## src/rtl/spst_pkg.sv

```systemverilog
`default_nettype none
package spst_pkg;

    // job set size and derived widths
    localparam int MAX_JOBS = 16;
    localparam int ADDR_W   = (MAX_JOBS > 1) ? $clog2(MAX_JOBS) : 1;
    localparam int CNT_W    = $clog2(MAX_JOBS + 1);

    // fixed field widths
    localparam int ARR_W  = 16;
    localparam int BUR_W  = 16;
    localparam int PRI_W  = 8;
    localparam int NUM_W  = 5;
    localparam int TIME_W = 21;
    localparam int SUM_W  = 25;

    localparam logic [TIME_W-1:0] TIME_MAX = {TIME_W{1'b1}};
    localparam logic [SUM_W-1:0]  SUM_MAX  = {SUM_W{1'b1}};

    // one stored job
    typedef struct packed {
        logic [ARR_W-1:0] arrival;
        logic [BUR_W-1:0] burst;
        logic [PRI_W-1:0] prio;
        logic [NUM_W-1:0] number;
    } t_job;

    // timeline unit control
    typedef struct packed {
        logic start;
        logic clear;
    } t_tl_ctrl;

    // timeline unit results for one job
    typedef struct packed {
        logic [TIME_W-1:0] start_time;
        logic [TIME_W-1:0] completion_time;
        logic [TIME_W-1:0] waiting_time;
        logic [TIME_W-1:0] turnaround_time;
        logic [SUM_W-1:0]  waiting_sum;
        logic [SUM_W-1:0]  turnaround_sum;
    } t_tl_res;

endpackage
`default_nettype wire

```

## src/rtl/spst_if.sv

```systemverilog
`default_nettype none
// input job channel
interface spst_job_if;
    logic        valid;
    logic        ready;
    logic [15:0] arrival_time;
    logic [15:0] burst_time;
    logic [7:0]  job_priority;
    logic        last_job;

    modport source (output valid, arrival_time, burst_time, job_priority, last_job,
                    input ready);
    modport sink   (input valid, arrival_time, burst_time, job_priority, last_job,
                    output ready);
endinterface

// result channel
interface spst_res_if;
    logic        valid;
    logic        ready;
    logic [4:0]  job_number;
    logic [20:0] start_time;
    logic [20:0] completion_time;
    logic [20:0] waiting_time;
    logic [20:0] turnaround_time;
    logic [24:0] waiting_sum;
    logic [24:0] turnaround_sum;
    logic [4:0]  job_count;
    logic        last_result;

    modport source (output valid, job_number, start_time, completion_time, waiting_time,
                    turnaround_time, waiting_sum, turnaround_sum, job_count,
                    last_result, input ready);
    modport sink   (input valid, job_number, start_time, completion_time, waiting_time,
                    turnaround_time, waiting_sum, turnaround_sum, job_count,
                    last_result, output ready);
endinterface
`default_nettype wire

```

## src/rtl/static_priority_schedule_timeline_unit.sv

```systemverilog
`default_nettype none
// Non-preemptive priority scheduler. Jobs are loaded one per cycle on i_job
// and numbered from 1; the beat with last_job set is itself a job and closes
// the set (jobs beyond MAX_JOBS are dropped). The set is then ordered by
// priority, lower first, with a pairwise exchange sort over a job memory with
// one write port and one read port, one compare per cycle. The timeline walk
// then reads each job from memory, runs it through the four timeline unit
// steps and picks up its done flag, and waits on any output stall. One result
// beat per job leaves on o_res in schedule order, the final one flagged by
// last_result. i_job is not ready from the last job of a set until its final
// result is in the output register.
module static_priority_schedule_timeline_unit
    import spst_pkg::*;
(
    input  wire logic i_clk,
    input  wire logic i_rst_n,
    spst_job_if.sink  i_job,
    spst_res_if.source o_res
);

    localparam logic [2:0] S_LOAD = 3'd0;
    localparam logic [2:0] S_SA   = 3'd1;
    localparam logic [2:0] S_SC   = 3'd2;
    localparam logic [2:0] S_SB   = 3'd3;
    localparam logic [2:0] S_SW   = 3'd4;
    localparam logic [2:0] S_WR   = 3'd5;
    localparam logic [2:0] S_WS   = 3'd6;
    localparam logic [2:0] S_WE   = 3'd7;

    logic [2:0]        r_state, n_state;
    logic [CNT_W-1:0]  r_cnt, n_cnt;
    logic [CNT_W-1:0]  r_n, n_n;
    logic [ADDR_W-1:0] r_a, n_a, r_b, n_b, r_k, n_k;
    t_job              r_cur, n_cur;

    // job memory
    t_job              r_mem [MAX_JOBS];
    t_job              r_rd;
    logic [ADDR_W-1:0] w_rd_addr;
    logic              w_we;
    logic [ADDR_W-1:0] w_wa;
    t_job              w_wd;

    // output register
    logic              r_out_valid, n_out_valid;
    t_tl_res           r_out_tl;
    logic [NUM_W-1:0]  r_out_num;
    logic [NUM_W-1:0]  r_out_cnt;
    logic              r_out_last;
    logic              w_out_load;

    t_tl_ctrl          w_tl_ctrl;
    logic              w_tl_done;
    t_tl_res           w_tl_res;

    logic              w_accept;
    logic [CNT_W-1:0]  w_last_idx;

    assign w_accept   = i_job.valid && i_job.ready;
    assign w_last_idx = r_n - 1'b1;

    spst_timeline u_timeline (
        .i_clk     (i_clk),
        .i_rst_n   (i_rst_n),
        .i_ctrl    (w_tl_ctrl),
        .i_arrival (r_rd.arrival),
        .i_burst   (r_rd.burst),
        .o_done    (w_tl_done),
        .o_res     (w_tl_res)
    );

    // sequencer: load, exchange sort, timeline walk
    always_comb begin
        n_state     = r_state;
        n_cnt       = r_cnt;
        n_n         = r_n;
        n_a         = r_a;
        n_b         = r_b;
        n_k         = r_k;
        n_cur       = r_cur;
        n_out_valid = r_out_valid;
        w_rd_addr   = r_k;
        w_we        = 1'b0;
        w_wa        = r_b;
        w_wd        = r_cur;
        w_out_load  = 1'b0;
        w_tl_ctrl   = '0;

        if (r_out_valid && o_res.ready) n_out_valid = 1'b0;

        unique case (r_state)
            S_LOAD: begin
                if (w_accept) begin
                    if (r_cnt < CNT_W'(MAX_JOBS)) begin
                        w_we           = 1'b1;
                        w_wa           = r_cnt[ADDR_W-1:0];
                        w_wd.arrival   = i_job.arrival_time;
                        w_wd.burst     = i_job.burst_time;
                        w_wd.prio      = i_job.job_priority;
                        w_wd.number    = NUM_W'(r_cnt + 1'b1);
                        n_cnt          = r_cnt + 1'b1;
                    end
                    if (i_job.last_job) begin
                        n_n = n_cnt;
                        n_a = '0;
                        n_k = '0;
                        n_state = (n_cnt > CNT_W'(1)) ? S_SA : S_WR;
                    end
                end
            end
            S_SA: begin
                w_rd_addr = r_a;
                n_b       = r_a + 1'b1;
                n_state   = S_SC;
            end
            S_SC: begin
                n_cur     = r_rd;
                w_rd_addr = r_b;
                n_state   = S_SB;
            end
            S_SB: begin
                // keep the running candidate for slot a; park the loser at b
                if (r_cur.prio > r_rd.prio) begin
                    w_we  = 1'b1;
                    w_wa  = r_b;
                    w_wd  = r_cur;
                    n_cur = r_rd;
                end
                if (CNT_W'(r_b) == w_last_idx) begin
                    n_state = S_SW;
                end else begin
                    n_b       = r_b + 1'b1;
                    w_rd_addr = r_b + 1'b1;
                end
            end
            S_SW: begin
                w_we = 1'b1;
                w_wa = r_a;
                w_wd = r_cur;
                if (CNT_W'(r_a) + 1'b1 == w_last_idx) begin
                    n_k     = '0;
                    n_state = S_WR;
                end else begin
                    n_a     = r_a + 1'b1;
                    n_state = S_SA;
                end
            end
            S_WR: begin
                n_state = S_WS;
            end
            S_WS: begin
                n_cur           = r_rd;
                w_tl_ctrl.start = 1'b1;
                n_state         = S_WE;
            end
            S_WE: begin
                if (w_tl_done && (!r_out_valid || o_res.ready)) begin
                    w_out_load  = 1'b1;
                    n_out_valid = 1'b1;
                    if (CNT_W'(r_k) == w_last_idx) begin
                        w_tl_ctrl.clear = 1'b1;
                        n_cnt           = '0;
                        n_state         = S_LOAD;
                    end else begin
                        n_k     = r_k + 1'b1;
                        n_state = S_WR;
                    end
                end
            end
            default: n_state = S_LOAD;
        endcase
    end

    // control registers
    always_ff @(posedge i_clk) begin
        if (!i_rst_n) begin
            r_state     <= S_LOAD;
            r_cnt       <= '0;
            r_n         <= '0;
            r_a         <= '0;
            r_b         <= '0;
            r_k         <= '0;
            r_out_valid <= 1'b0;
        end else begin
            r_state     <= n_state;
            r_cnt       <= n_cnt;
            r_n         <= n_n;
            r_a         <= n_a;
            r_b         <= n_b;
            r_k         <= n_k;
            r_out_valid <= n_out_valid;
        end
    end

    // payload registers
    always_ff @(posedge i_clk) begin
        r_cur <= n_cur;
        if (w_out_load) begin
            r_out_tl   <= w_tl_res;
            r_out_num  <= r_cur.number;
            r_out_cnt  <= NUM_W'(r_n);
            r_out_last <= (CNT_W'(r_k) == w_last_idx);
        end
    end

    // job memory: one write and one registered read per cycle
    always_ff @(posedge i_clk) begin
        if (w_we) r_mem[w_wa] <= w_wd;
        r_rd <= r_mem[w_rd_addr];
    end

    assign i_job.ready           = (r_state == S_LOAD);
    assign o_res.valid           = r_out_valid;
    assign o_res.job_number      = r_out_num;
    assign o_res.start_time      = r_out_tl.start_time;
    assign o_res.completion_time = r_out_tl.completion_time;
    assign o_res.waiting_time    = r_out_tl.waiting_time;
    assign o_res.turnaround_time = r_out_tl.turnaround_time;
    assign o_res.waiting_sum     = r_out_tl.waiting_sum;
    assign o_res.turnaround_sum  = r_out_tl.turnaround_sum;
    assign o_res.job_count       = r_out_cnt;
    assign o_res.last_result     = r_out_last;

endmodule
`default_nettype wire

```

## src/rtl/spst_timeline.sv

```systemverilog
`default_nettype none
// Timeline step unit: one job's times and running totals over four steps.
module spst_timeline
    import spst_pkg::*;
(
    input  wire logic                i_clk,
    input  wire logic                i_rst_n,
    input  wire t_tl_ctrl            i_ctrl,
    input  wire logic [ARR_W-1:0]    i_arrival,
    input  wire logic [BUR_W-1:0]    i_burst,
    output logic                     o_done,
    output t_tl_res                  o_res
);

    localparam logic [2:0] T_IDLE = 3'd0;
    localparam logic [2:0] T_MAX  = 3'd1;
    localparam logic [2:0] T_ADD  = 3'd2;
    localparam logic [2:0] T_SUB  = 3'd3;
    localparam logic [2:0] T_SUM  = 3'd4;

    logic [2:0]        r_state, n_state;
    logic              r_done;
    logic [TIME_W-1:0] r_now;
    logic [SUM_W-1:0]  r_wsum, r_tsum;
    logic [TIME_W-1:0] r_arr;
    logic [BUR_W-1:0]  r_bur;
    logic [TIME_W-1:0] r_start, r_cmpl, r_wait, r_turn;

    logic [TIME_W:0]   w_cmpl_sum;
    logic [SUM_W:0]    w_wsum_sum, w_tsum_sum;

    assign w_cmpl_sum = {1'b0, r_start} + {{(TIME_W + 1 - BUR_W){1'b0}}, r_bur};
    assign w_wsum_sum = {1'b0, r_wsum} + {{(SUM_W + 1 - TIME_W){1'b0}}, r_wait};
    assign w_tsum_sum = {1'b0, r_tsum} + {{(SUM_W + 1 - TIME_W){1'b0}}, r_turn};

    // step sequence
    always_comb begin
        n_state = r_state;
        unique case (r_state)
            T_IDLE:  if (i_ctrl.start) n_state = T_MAX;
            T_MAX:   n_state = T_ADD;
            T_ADD:   n_state = T_SUB;
            T_SUB:   n_state = T_SUM;
            T_SUM:   n_state = T_IDLE;
            default: n_state = T_IDLE;
        endcase
    end

    // control state: sequencer, timeline and totals
    always_ff @(posedge i_clk) begin
        if (!i_rst_n) begin
            r_state <= T_IDLE;
            r_done  <= 1'b0;
            r_now   <= '0;
            r_wsum  <= '0;
            r_tsum  <= '0;
        end else if (i_ctrl.clear) begin
            r_state <= T_IDLE;
            r_done  <= 1'b0;
            r_now   <= '0;
            r_wsum  <= '0;
            r_tsum  <= '0;
        end else begin
            r_state <= n_state;
            if (r_state == T_IDLE && i_ctrl.start) r_done <= 1'b0;
            if (r_state == T_SUB) begin
                r_wsum <= w_wsum_sum[SUM_W] ? SUM_MAX : w_wsum_sum[SUM_W-1:0];
            end
            if (r_state == T_SUM) begin
                r_tsum <= w_tsum_sum[SUM_W] ? SUM_MAX : w_tsum_sum[SUM_W-1:0];
                r_now  <= r_cmpl;
                r_done <= 1'b1;
            end
        end
    end

    // datapath
    always_ff @(posedge i_clk) begin
        unique case (r_state)
            T_IDLE: begin
                if (i_ctrl.start) begin
                    r_arr <= {{(TIME_W - ARR_W){1'b0}}, i_arrival};
                    r_bur <= i_burst;
                end
            end
            T_MAX: begin
                r_start <= (r_now < r_arr) ? r_arr : r_now;
            end
            T_ADD: begin
                r_cmpl <= w_cmpl_sum[TIME_W] ? TIME_MAX : w_cmpl_sum[TIME_W-1:0];
                r_wait <= r_start - r_arr;
            end
            T_SUB: begin
                r_turn <= r_cmpl - r_arr;
            end
            default: begin
            end
        endcase
    end

    assign o_done                = r_done;
    assign o_res.start_time      = r_start;
    assign o_res.completion_time = r_cmpl;
    assign o_res.waiting_time    = r_wait;
    assign o_res.turnaround_time = r_turn;
    assign o_res.waiting_sum     = r_wsum;
    assign o_res.turnaround_sum  = r_tsum;

endmodule
`default_nettype wire
```

## src/flat_wrapper.sv

```systemverilog
// flat-port wrapper written by rule: the top's interface ports become plain ports
module static_priority_schedule_timeline_unit_flat import spst_pkg::*;
  (i_clk, i_rst_n, i_job_valid, i_job_arrival_time, i_job_burst_time, i_job_job_priority, i_job_last_job, i_job_ready, o_res_valid, o_res_job_number, o_res_start_time, o_res_completion_time, o_res_waiting_time, o_res_turnaround_time, o_res_waiting_sum, o_res_turnaround_sum, o_res_job_count, o_res_last_result, o_res_ready);
  spst_job_if i_job_i ();
  spst_res_if o_res_i ();
  input  wire logic i_clk;
  input  wire logic i_rst_n;
  input wire logic [$bits(i_job_i.valid)-1:0] i_job_valid;
  input wire logic [$bits(i_job_i.arrival_time)-1:0] i_job_arrival_time;
  input wire logic [$bits(i_job_i.burst_time)-1:0] i_job_burst_time;
  input wire logic [$bits(i_job_i.job_priority)-1:0] i_job_job_priority;
  input wire logic [$bits(i_job_i.last_job)-1:0] i_job_last_job;
  output wire logic [$bits(i_job_i.ready)-1:0] i_job_ready;
  output wire logic [$bits(o_res_i.valid)-1:0] o_res_valid;
  output wire logic [$bits(o_res_i.job_number)-1:0] o_res_job_number;
  output wire logic [$bits(o_res_i.start_time)-1:0] o_res_start_time;
  output wire logic [$bits(o_res_i.completion_time)-1:0] o_res_completion_time;
  output wire logic [$bits(o_res_i.waiting_time)-1:0] o_res_waiting_time;
  output wire logic [$bits(o_res_i.turnaround_time)-1:0] o_res_turnaround_time;
  output wire logic [$bits(o_res_i.waiting_sum)-1:0] o_res_waiting_sum;
  output wire logic [$bits(o_res_i.turnaround_sum)-1:0] o_res_turnaround_sum;
  output wire logic [$bits(o_res_i.job_count)-1:0] o_res_job_count;
  output wire logic [$bits(o_res_i.last_result)-1:0] o_res_last_result;
  input wire logic [$bits(o_res_i.ready)-1:0] o_res_ready;
  assign i_job_i.valid = i_job_valid;
  assign i_job_i.arrival_time = i_job_arrival_time;
  assign i_job_i.burst_time = i_job_burst_time;
  assign i_job_i.job_priority = i_job_job_priority;
  assign i_job_i.last_job = i_job_last_job;
  assign i_job_ready = i_job_i.ready;
  assign o_res_valid = o_res_i.valid;
  assign o_res_job_number = o_res_i.job_number;
  assign o_res_start_time = o_res_i.start_time;
  assign o_res_completion_time = o_res_i.completion_time;
  assign o_res_waiting_time = o_res_i.waiting_time;
  assign o_res_turnaround_time = o_res_i.turnaround_time;
  assign o_res_waiting_sum = o_res_i.waiting_sum;
  assign o_res_turnaround_sum = o_res_i.turnaround_sum;
  assign o_res_job_count = o_res_i.job_count;
  assign o_res_last_result = o_res_i.last_result;
  assign o_res_i.ready = o_res_ready;
  static_priority_schedule_timeline_unit u_core (.i_clk(i_clk), .i_rst_n(i_rst_n), .i_job(i_job_i), .o_res(o_res_i));
endmodule
```

## config.mk

```make
export PLATFORM = sky130hd
export DESIGN_NAME = static_priority_schedule_timeline_unit_flat
export DESIGN_NICKNAME = d
export VERILOG_FILES = /design/src/rtl/spst_pkg.sv /design/src/rtl/spst_if.sv /design/src/rtl/static_priority_schedule_timeline_unit.sv /design/src/rtl/spst_timeline.sv /design/src/flat_wrapper.sv
export SDC_FILE = /design/constraint.sdc
export NUM_CORES = 2
export LEC_CHECK = 0
export ABC_CLOCK_PERIOD_IN_PS = 4600
export BUFFER_PORTS_ARGS = -buffer_cell sky130_fd_sc_hd__buf_2
export CORE_ASPECT_RATIO = 0.9
export CORE_MARGIN = 8
export CORE_UTILIZATION = 50
export CTS_BUF_LIST = sky130_fd_sc_hd__clkbuf_8
export DETAILED_ROUTE_END_ITERATION = 12
export HOLD_SLACK_MARGIN = 0.1
export PLACE_DENSITY = 0.78
export SYNTH_ARGS = -nofsm -noshare
export SYNTH_HDL_FRONTEND = slang
export SYNTH_SLANG_ARGS = --single-unit
```

## constraint.sdc

```tcl
create_clock -name i_clk -period 4.6 [get_ports i_clk]
set_input_delay 0.23 -clock i_clk [delete_from_list [all_inputs] [get_ports i_clk]]
set_output_delay 0.23 -clock i_clk [all_outputs]
set_load 0.01 [all_outputs]
```

==> results by stage <==
Outcome:
- The run finished with clean final reports.

Layout:
- After filler insertion, the fill cell instance count of the layout stands at 7375.
- The net count of the finished layout is about 4200.
- The register cell area after layout is 33700 um^2.
- The finished cells cover 55500 um^2.
- The utilization of the core after routing is 57.4%.
- The multi-input logic area is 14100 um^2.
- The relative area change from synthesis to final layout is 13.5%.
- The fraction of final layout cells with drive strength greater than 1 is 14.2%.

Floorplanning:
- From left edge to right edge, the die measures 346 um.
- The core area is 96600 um^2.
- The count of boundary I/O pins is 192.
- The die covers 108000 um^2.
- The initial utilization of the core area, before any placement, comes to about half.
- The die extent in y is 313 um.
- The floorplan has 108 rows.

Synth:
- The mean area per synthesized cell is around 13 um^2.
- Of the total synthesized cell area, the portion taken by XOR and XNOR cells is under 10%.
- After synthesis, the largest family of logic cells by area is compound AO/OA/AOI/OAI gates.
- Yosys printed 0 warnings.
- The adder and majority gate portion of the synthesized area is 3.23%.
- The biggest area contributor in the post-synthesis netlist is sky130_fd_sc_hd__edfxtp_1.
- The number of flops mapped to enable cells by yosys is 1026.
- In this run, synthesis produced a sequential element count of 1172.
- The dominant synthesized flop cell is sky130_fd_sc_hd__edfxtp_1.
- Summing the areas of all and, or, nand and nor instances in the mapped netlist gives 11.2% of the synthesized area.
- The synthesized netlist cell count is 3758.
- Sorting the synthesized cells by area gives the leading types as sky130_fd_sc_hd__edfxtp_1 (63%), sky130_fd_sc_hd__dfxtp_1 (6.0%), sky130_fd_sc_hd__nand2_1 (5.8%).
- The multiplexer area fraction after synthesis is less than 1%.
- The area share of the leading cell type in the synthesized netlist is between 60% and 70%.
- The sequential fraction of the synthesis area is 69.0%.
- The synthesized netlist occupies a cell area of between 40000 and 50000 um^2.
- Yosys mapped the design onto 75 distinct sky130hd cell types.
- The synthesized net count is 3926.
- The post-synthesis compound-gate area fraction is 11.6%.
- The async set-reset flop share out of synthesis is 0%.

Run:
- Max-cap violations in this run came to 0.

Power:
- The total power divided by cell area is 617 nW/um^2.
- The worst ir drop on vdd is around 580 uV.
- Summed over all cells, the static leakage comes to 20.3 nW.

Min path:
- The worst hold path begins at i_job_burst_time[7].
- In this run the worst hold path is classified as primary input to flip-flop.
- The endpoint of the worst hold-timing path is u_core.r_mem[4][20].
- The worst hold path cell count is 3.

Clock tree:
- The later-pin clock latency in the skew report is 850 ps.
- Once the clock tree was built, the setup fixing pass inserted 0 buffers.
- After clock tree synthesis, the clock-pin slew on the worst setup and hold paths is approximately 60 ps.
- TritonCTS built the clock tree.
- The TritonCTS buffer count is 178.
- The H-tree generated during clock tree synthesis spans 4 levels.
- The number of sinks driven by the clock tree is about 1200.
- The maximum root-to-sink buffer count is 3.
- The tree is rooted in a sky130_fd_sc_hd__clkbuf_8.

Worst setup path:
- Together, buffers and inverters on the worst path number 1.
- The type of element launching the critical path is a flip-flop.
- The cell depth of the worst setup path is 10.
- The largest single stage delay on the critical path is 760 ps.
- The kind of cell with the highest combined delay along the critical path is compound AO/OA/AOI/OAI gates.
- The data required time of the critical path is a little over 5000 ps.
- Along the worst path, the maximum fanout reaches 16.
- The origin of the critical flop-to-flop path is u_core.u_timeline.r_arr[1].
- The setup slack of the most critical reg-to-reg path is about 760 ps.
- The kind of end point of the critical path is a flip-flop.
- The arrival time of data at the critical path endpoint is 4400 ps.
- In this run the critical register-to-register path is captured at u_core.u_timeline.r_start[13].
- The classification of the worst setup path is flip-flop to flip-flop.
- By instance count, the cell type seen most on the critical path is sky130_fd_sc_hd__a21o_1.
- The signal on the critical path passes through inv_1 > ha_1 > a21o_1 > a21o_1 > a21o_1 > a21o_1 > a2111oi_0 > o21ai_1 > o21ai_2 > mux2_2.
- For the worst flop-to-flop path, the logic depth is 10.
- The slowest stage of the critical path belongs to the cell sky130_fd_sc_hd__o21ai_2.

Place:
- The placer congestion estimate is ~0.89.
- After legalization and detailed placement, the total HPWL measured 71800 um.
- The cell area after placement is 51600 um^2.
- In this run the tool buffered the top-level ports with 191 buffer cells.

Drt:
- The count of vias placed by the detailed router is 32100.
- The first routing iteration left 3339 violations.
- Summed over all layers, the routed wires come to 119000 um.
- In the final routed layout, each cell accounts on average for 21.8 um.
- The via-per-instance ratio is between 5 and 6.
- The detail route stage leaves a number of antenna-violating nets equal to 0.
- The first TritonRoute pass finished after 5 iterations.
- In the routed design, unresolved DRC markers number 0.

Timing:
- Setup violations remaining at the end of the flow were counted as 0.
- Of the available clock period, the critical path in the final layout requires 83.5%.
- Headroom to the max-slew limit came out at 17.0%.
- Across the routed clock network, the largest skew measured is roughly 53 ps.
- Setup repair after global routing left no endpoint under its margin.
- Static timing analysis puts the maximum clock frequency at roughly 0.26 GHz.
- For the pin with the worst max-slew slack, the measured transition is 1230 ps.
- The accumulated negative setup slack is 0 ps.
- The number of pins exceeding their max-slew limit in the final report was 0.
- The total count of hold-check failures in the final report came to 0.
- The worst path needs 3840 ps of the cycle, external delays included.

Global routing:
- The total grt overflow is 0.
- The number of global-route vias before repair is 31100.
- The maximum number of pins on one net before global-route repair is roughly 160.
- The initial antenna violation count is 3.
- The total routing usage reported by global routing is a little over a fifth.
- The first-pass GRT wire length is 180000 um.
## cells by family (layout without fill, tap and decap cells)
kind of cell,after synthesis,after routing
compound gates,820,820
xor+xnor,100,100
fa+ha+maj,123,123
buf+inv,292,712
flops,1172,1172
mux,21,21
other cells,0,3
simple gates,1230,1230
## layer usage
| metal | wire, um | GRT usage (%) | vias up |
|---|---|---|---|
| li1 | - | - | 14700 |
| met1 | 48600 | 28.0 | 15600 |
| met2 | 56300 | 34.6 | 1493 |
| met3 | 10100 | 3.96 | 247 |
| met4 | 3710 | 7.93 | 0 |
| met5 | 0 | 0 | - |
## Yosys cell counts, drive strengths merged (75+ instances only)
master / instances
nand3: 75
edfxtp: 1026
dfxtp: 146
o21ai: 115
nor2: 101
and3: 147
clkbuf: 146
ha: 118
a211oi: 193
nand2: 756
a31oi: 101
a21oi: 129
## worst max-delay path by stage
stage	slack [ps]	start	endpoint
6_report	760	u_core.u_timeline.r_arr[1]	u_core.u_timeline.r_start[13]
5_1_grt	500	u_core.r_state[0]	u_core.r_mem[14][24]
4_1_cts	790	u_core.u_timeline.r_arr[1]	u_core.u_timeline.r_start[13]
3_5_place_dp	790	u_core.u_timeline.r_arr[1]	u_core.u_timeline.r_start[13]
3_3_place_gp	840	u_core.u_timeline.r_arr[1]	u_core.u_timeline.r_start[1]
2_1_floorplan	-90	u_core.r_state[2]	u_core.r_mem[7][0]
## timing repair
action / CTS / global route
resized for setup: 0 / 0
endpoints found under the hold margin: 430 / 0
endpoints found under the setup margin: 0 / 0
hold buffers: 35 / 0
## flip-flops by register name (all words and copies together), names as in the netlist, 25 cells and up
name and cells:
u_core.o_res.turnaround_sum 25, u_core.o_res.waiting_sum 25, u_core.r_cur 45, u_core.r_mem 720, u_core.r_rd 45, u_core.u_timeline.r_tsum 25, u_core.u_timeline.r_wsum 25
## placed cells by master (no fill, tap or decap), types with 109 or more instances in the layout
| cell type | Yosys | routed |
|---|---|---|
| sky130_fd_sc_hd__inv_1 | 72 | 134 |
| sky130_fd_sc_hd__and3_1 | 147 | 147 |
| sky130_fd_sc_hd__a21oi_1 | 129 | 129 |
| sky130_fd_sc_hd__edfxtp_1 | 1026 | 1026 |
| sky130_fd_sc_hd__o21ai_0 | 110 | 109 |
| sky130_fd_sc_hd__buf_2 | 58 | 191 |
| sky130_fd_sc_hd__clkbuf_8 | 0 | 203 |
| sky130_fd_sc_hd__dfxtp_1 | 146 | 146 |
| sky130_fd_sc_hd__a211oi_1 | 193 | 193 |
| sky130_fd_sc_hd__nand2_1 | 755 | 755 |
| sky130_fd_sc_hd__ha_1 | 118 | 118 |
## through the flow
| stage | power, mW | setup slack [ps] | hold slack, ps | std cells |
|---|---|---|---|---|
| after detailed placement | 26.0 | 793 | 390 | 5077 |
| after CTS | 34.2 | 791 | 104 | 5443 |
| after global placement | 25.6 | 844 | 391 | 5077 |
| after floorplan | 22.2 | -91.2 | 370 | 3758 |
| after global routing | 35.8 | 503 | 163 | 5445 |
| final | 34.2 | 760 | 156 | 5446 |
## layout make-up
type | instances | area share, %
flip-flops and latches | 1172 | 60.8
diodes | 3 | 0.0135
well taps | 1265 | 2.85
multi-input cells | 2294 | 25.4
repair buffers | 309 | 4.13
clock inverters | 128 | 1.22
inverters | 72 | 0.496
clock buffers | 203 | 5.04
## where the power goes
part           total, mW  internal (mW)  leakage [nW]  switching (mW)
clock               8.24           4.19          2.02            4.05
sequential          14.6           14.0          10.4           0.653
combinational       11.3           3.50          7.85            7.84
total               34.2           21.7          20.3            12.5
## worst register-to-register path, cell delays in order, from the launching register on
cell	delay, ps
sky130_fd_sc_hd__edfxtp_1	500
sky130_fd_sc_hd__inv_1	140
sky130_fd_sc_hd__ha_1	290
sky130_fd_sc_hd__a21o_1	170
sky130_fd_sc_hd__a21o_1	180
sky130_fd_sc_hd__a21o_1	180
sky130_fd_sc_hd__a21o_1	180
sky130_fd_sc_hd__a2111oi_0	540
sky130_fd_sc_hd__o21ai_1	210
sky130_fd_sc_hd__o21ai_2	760
sky130_fd_sc_hd__mux2_2	430
(Power assumes the default switching activity.)
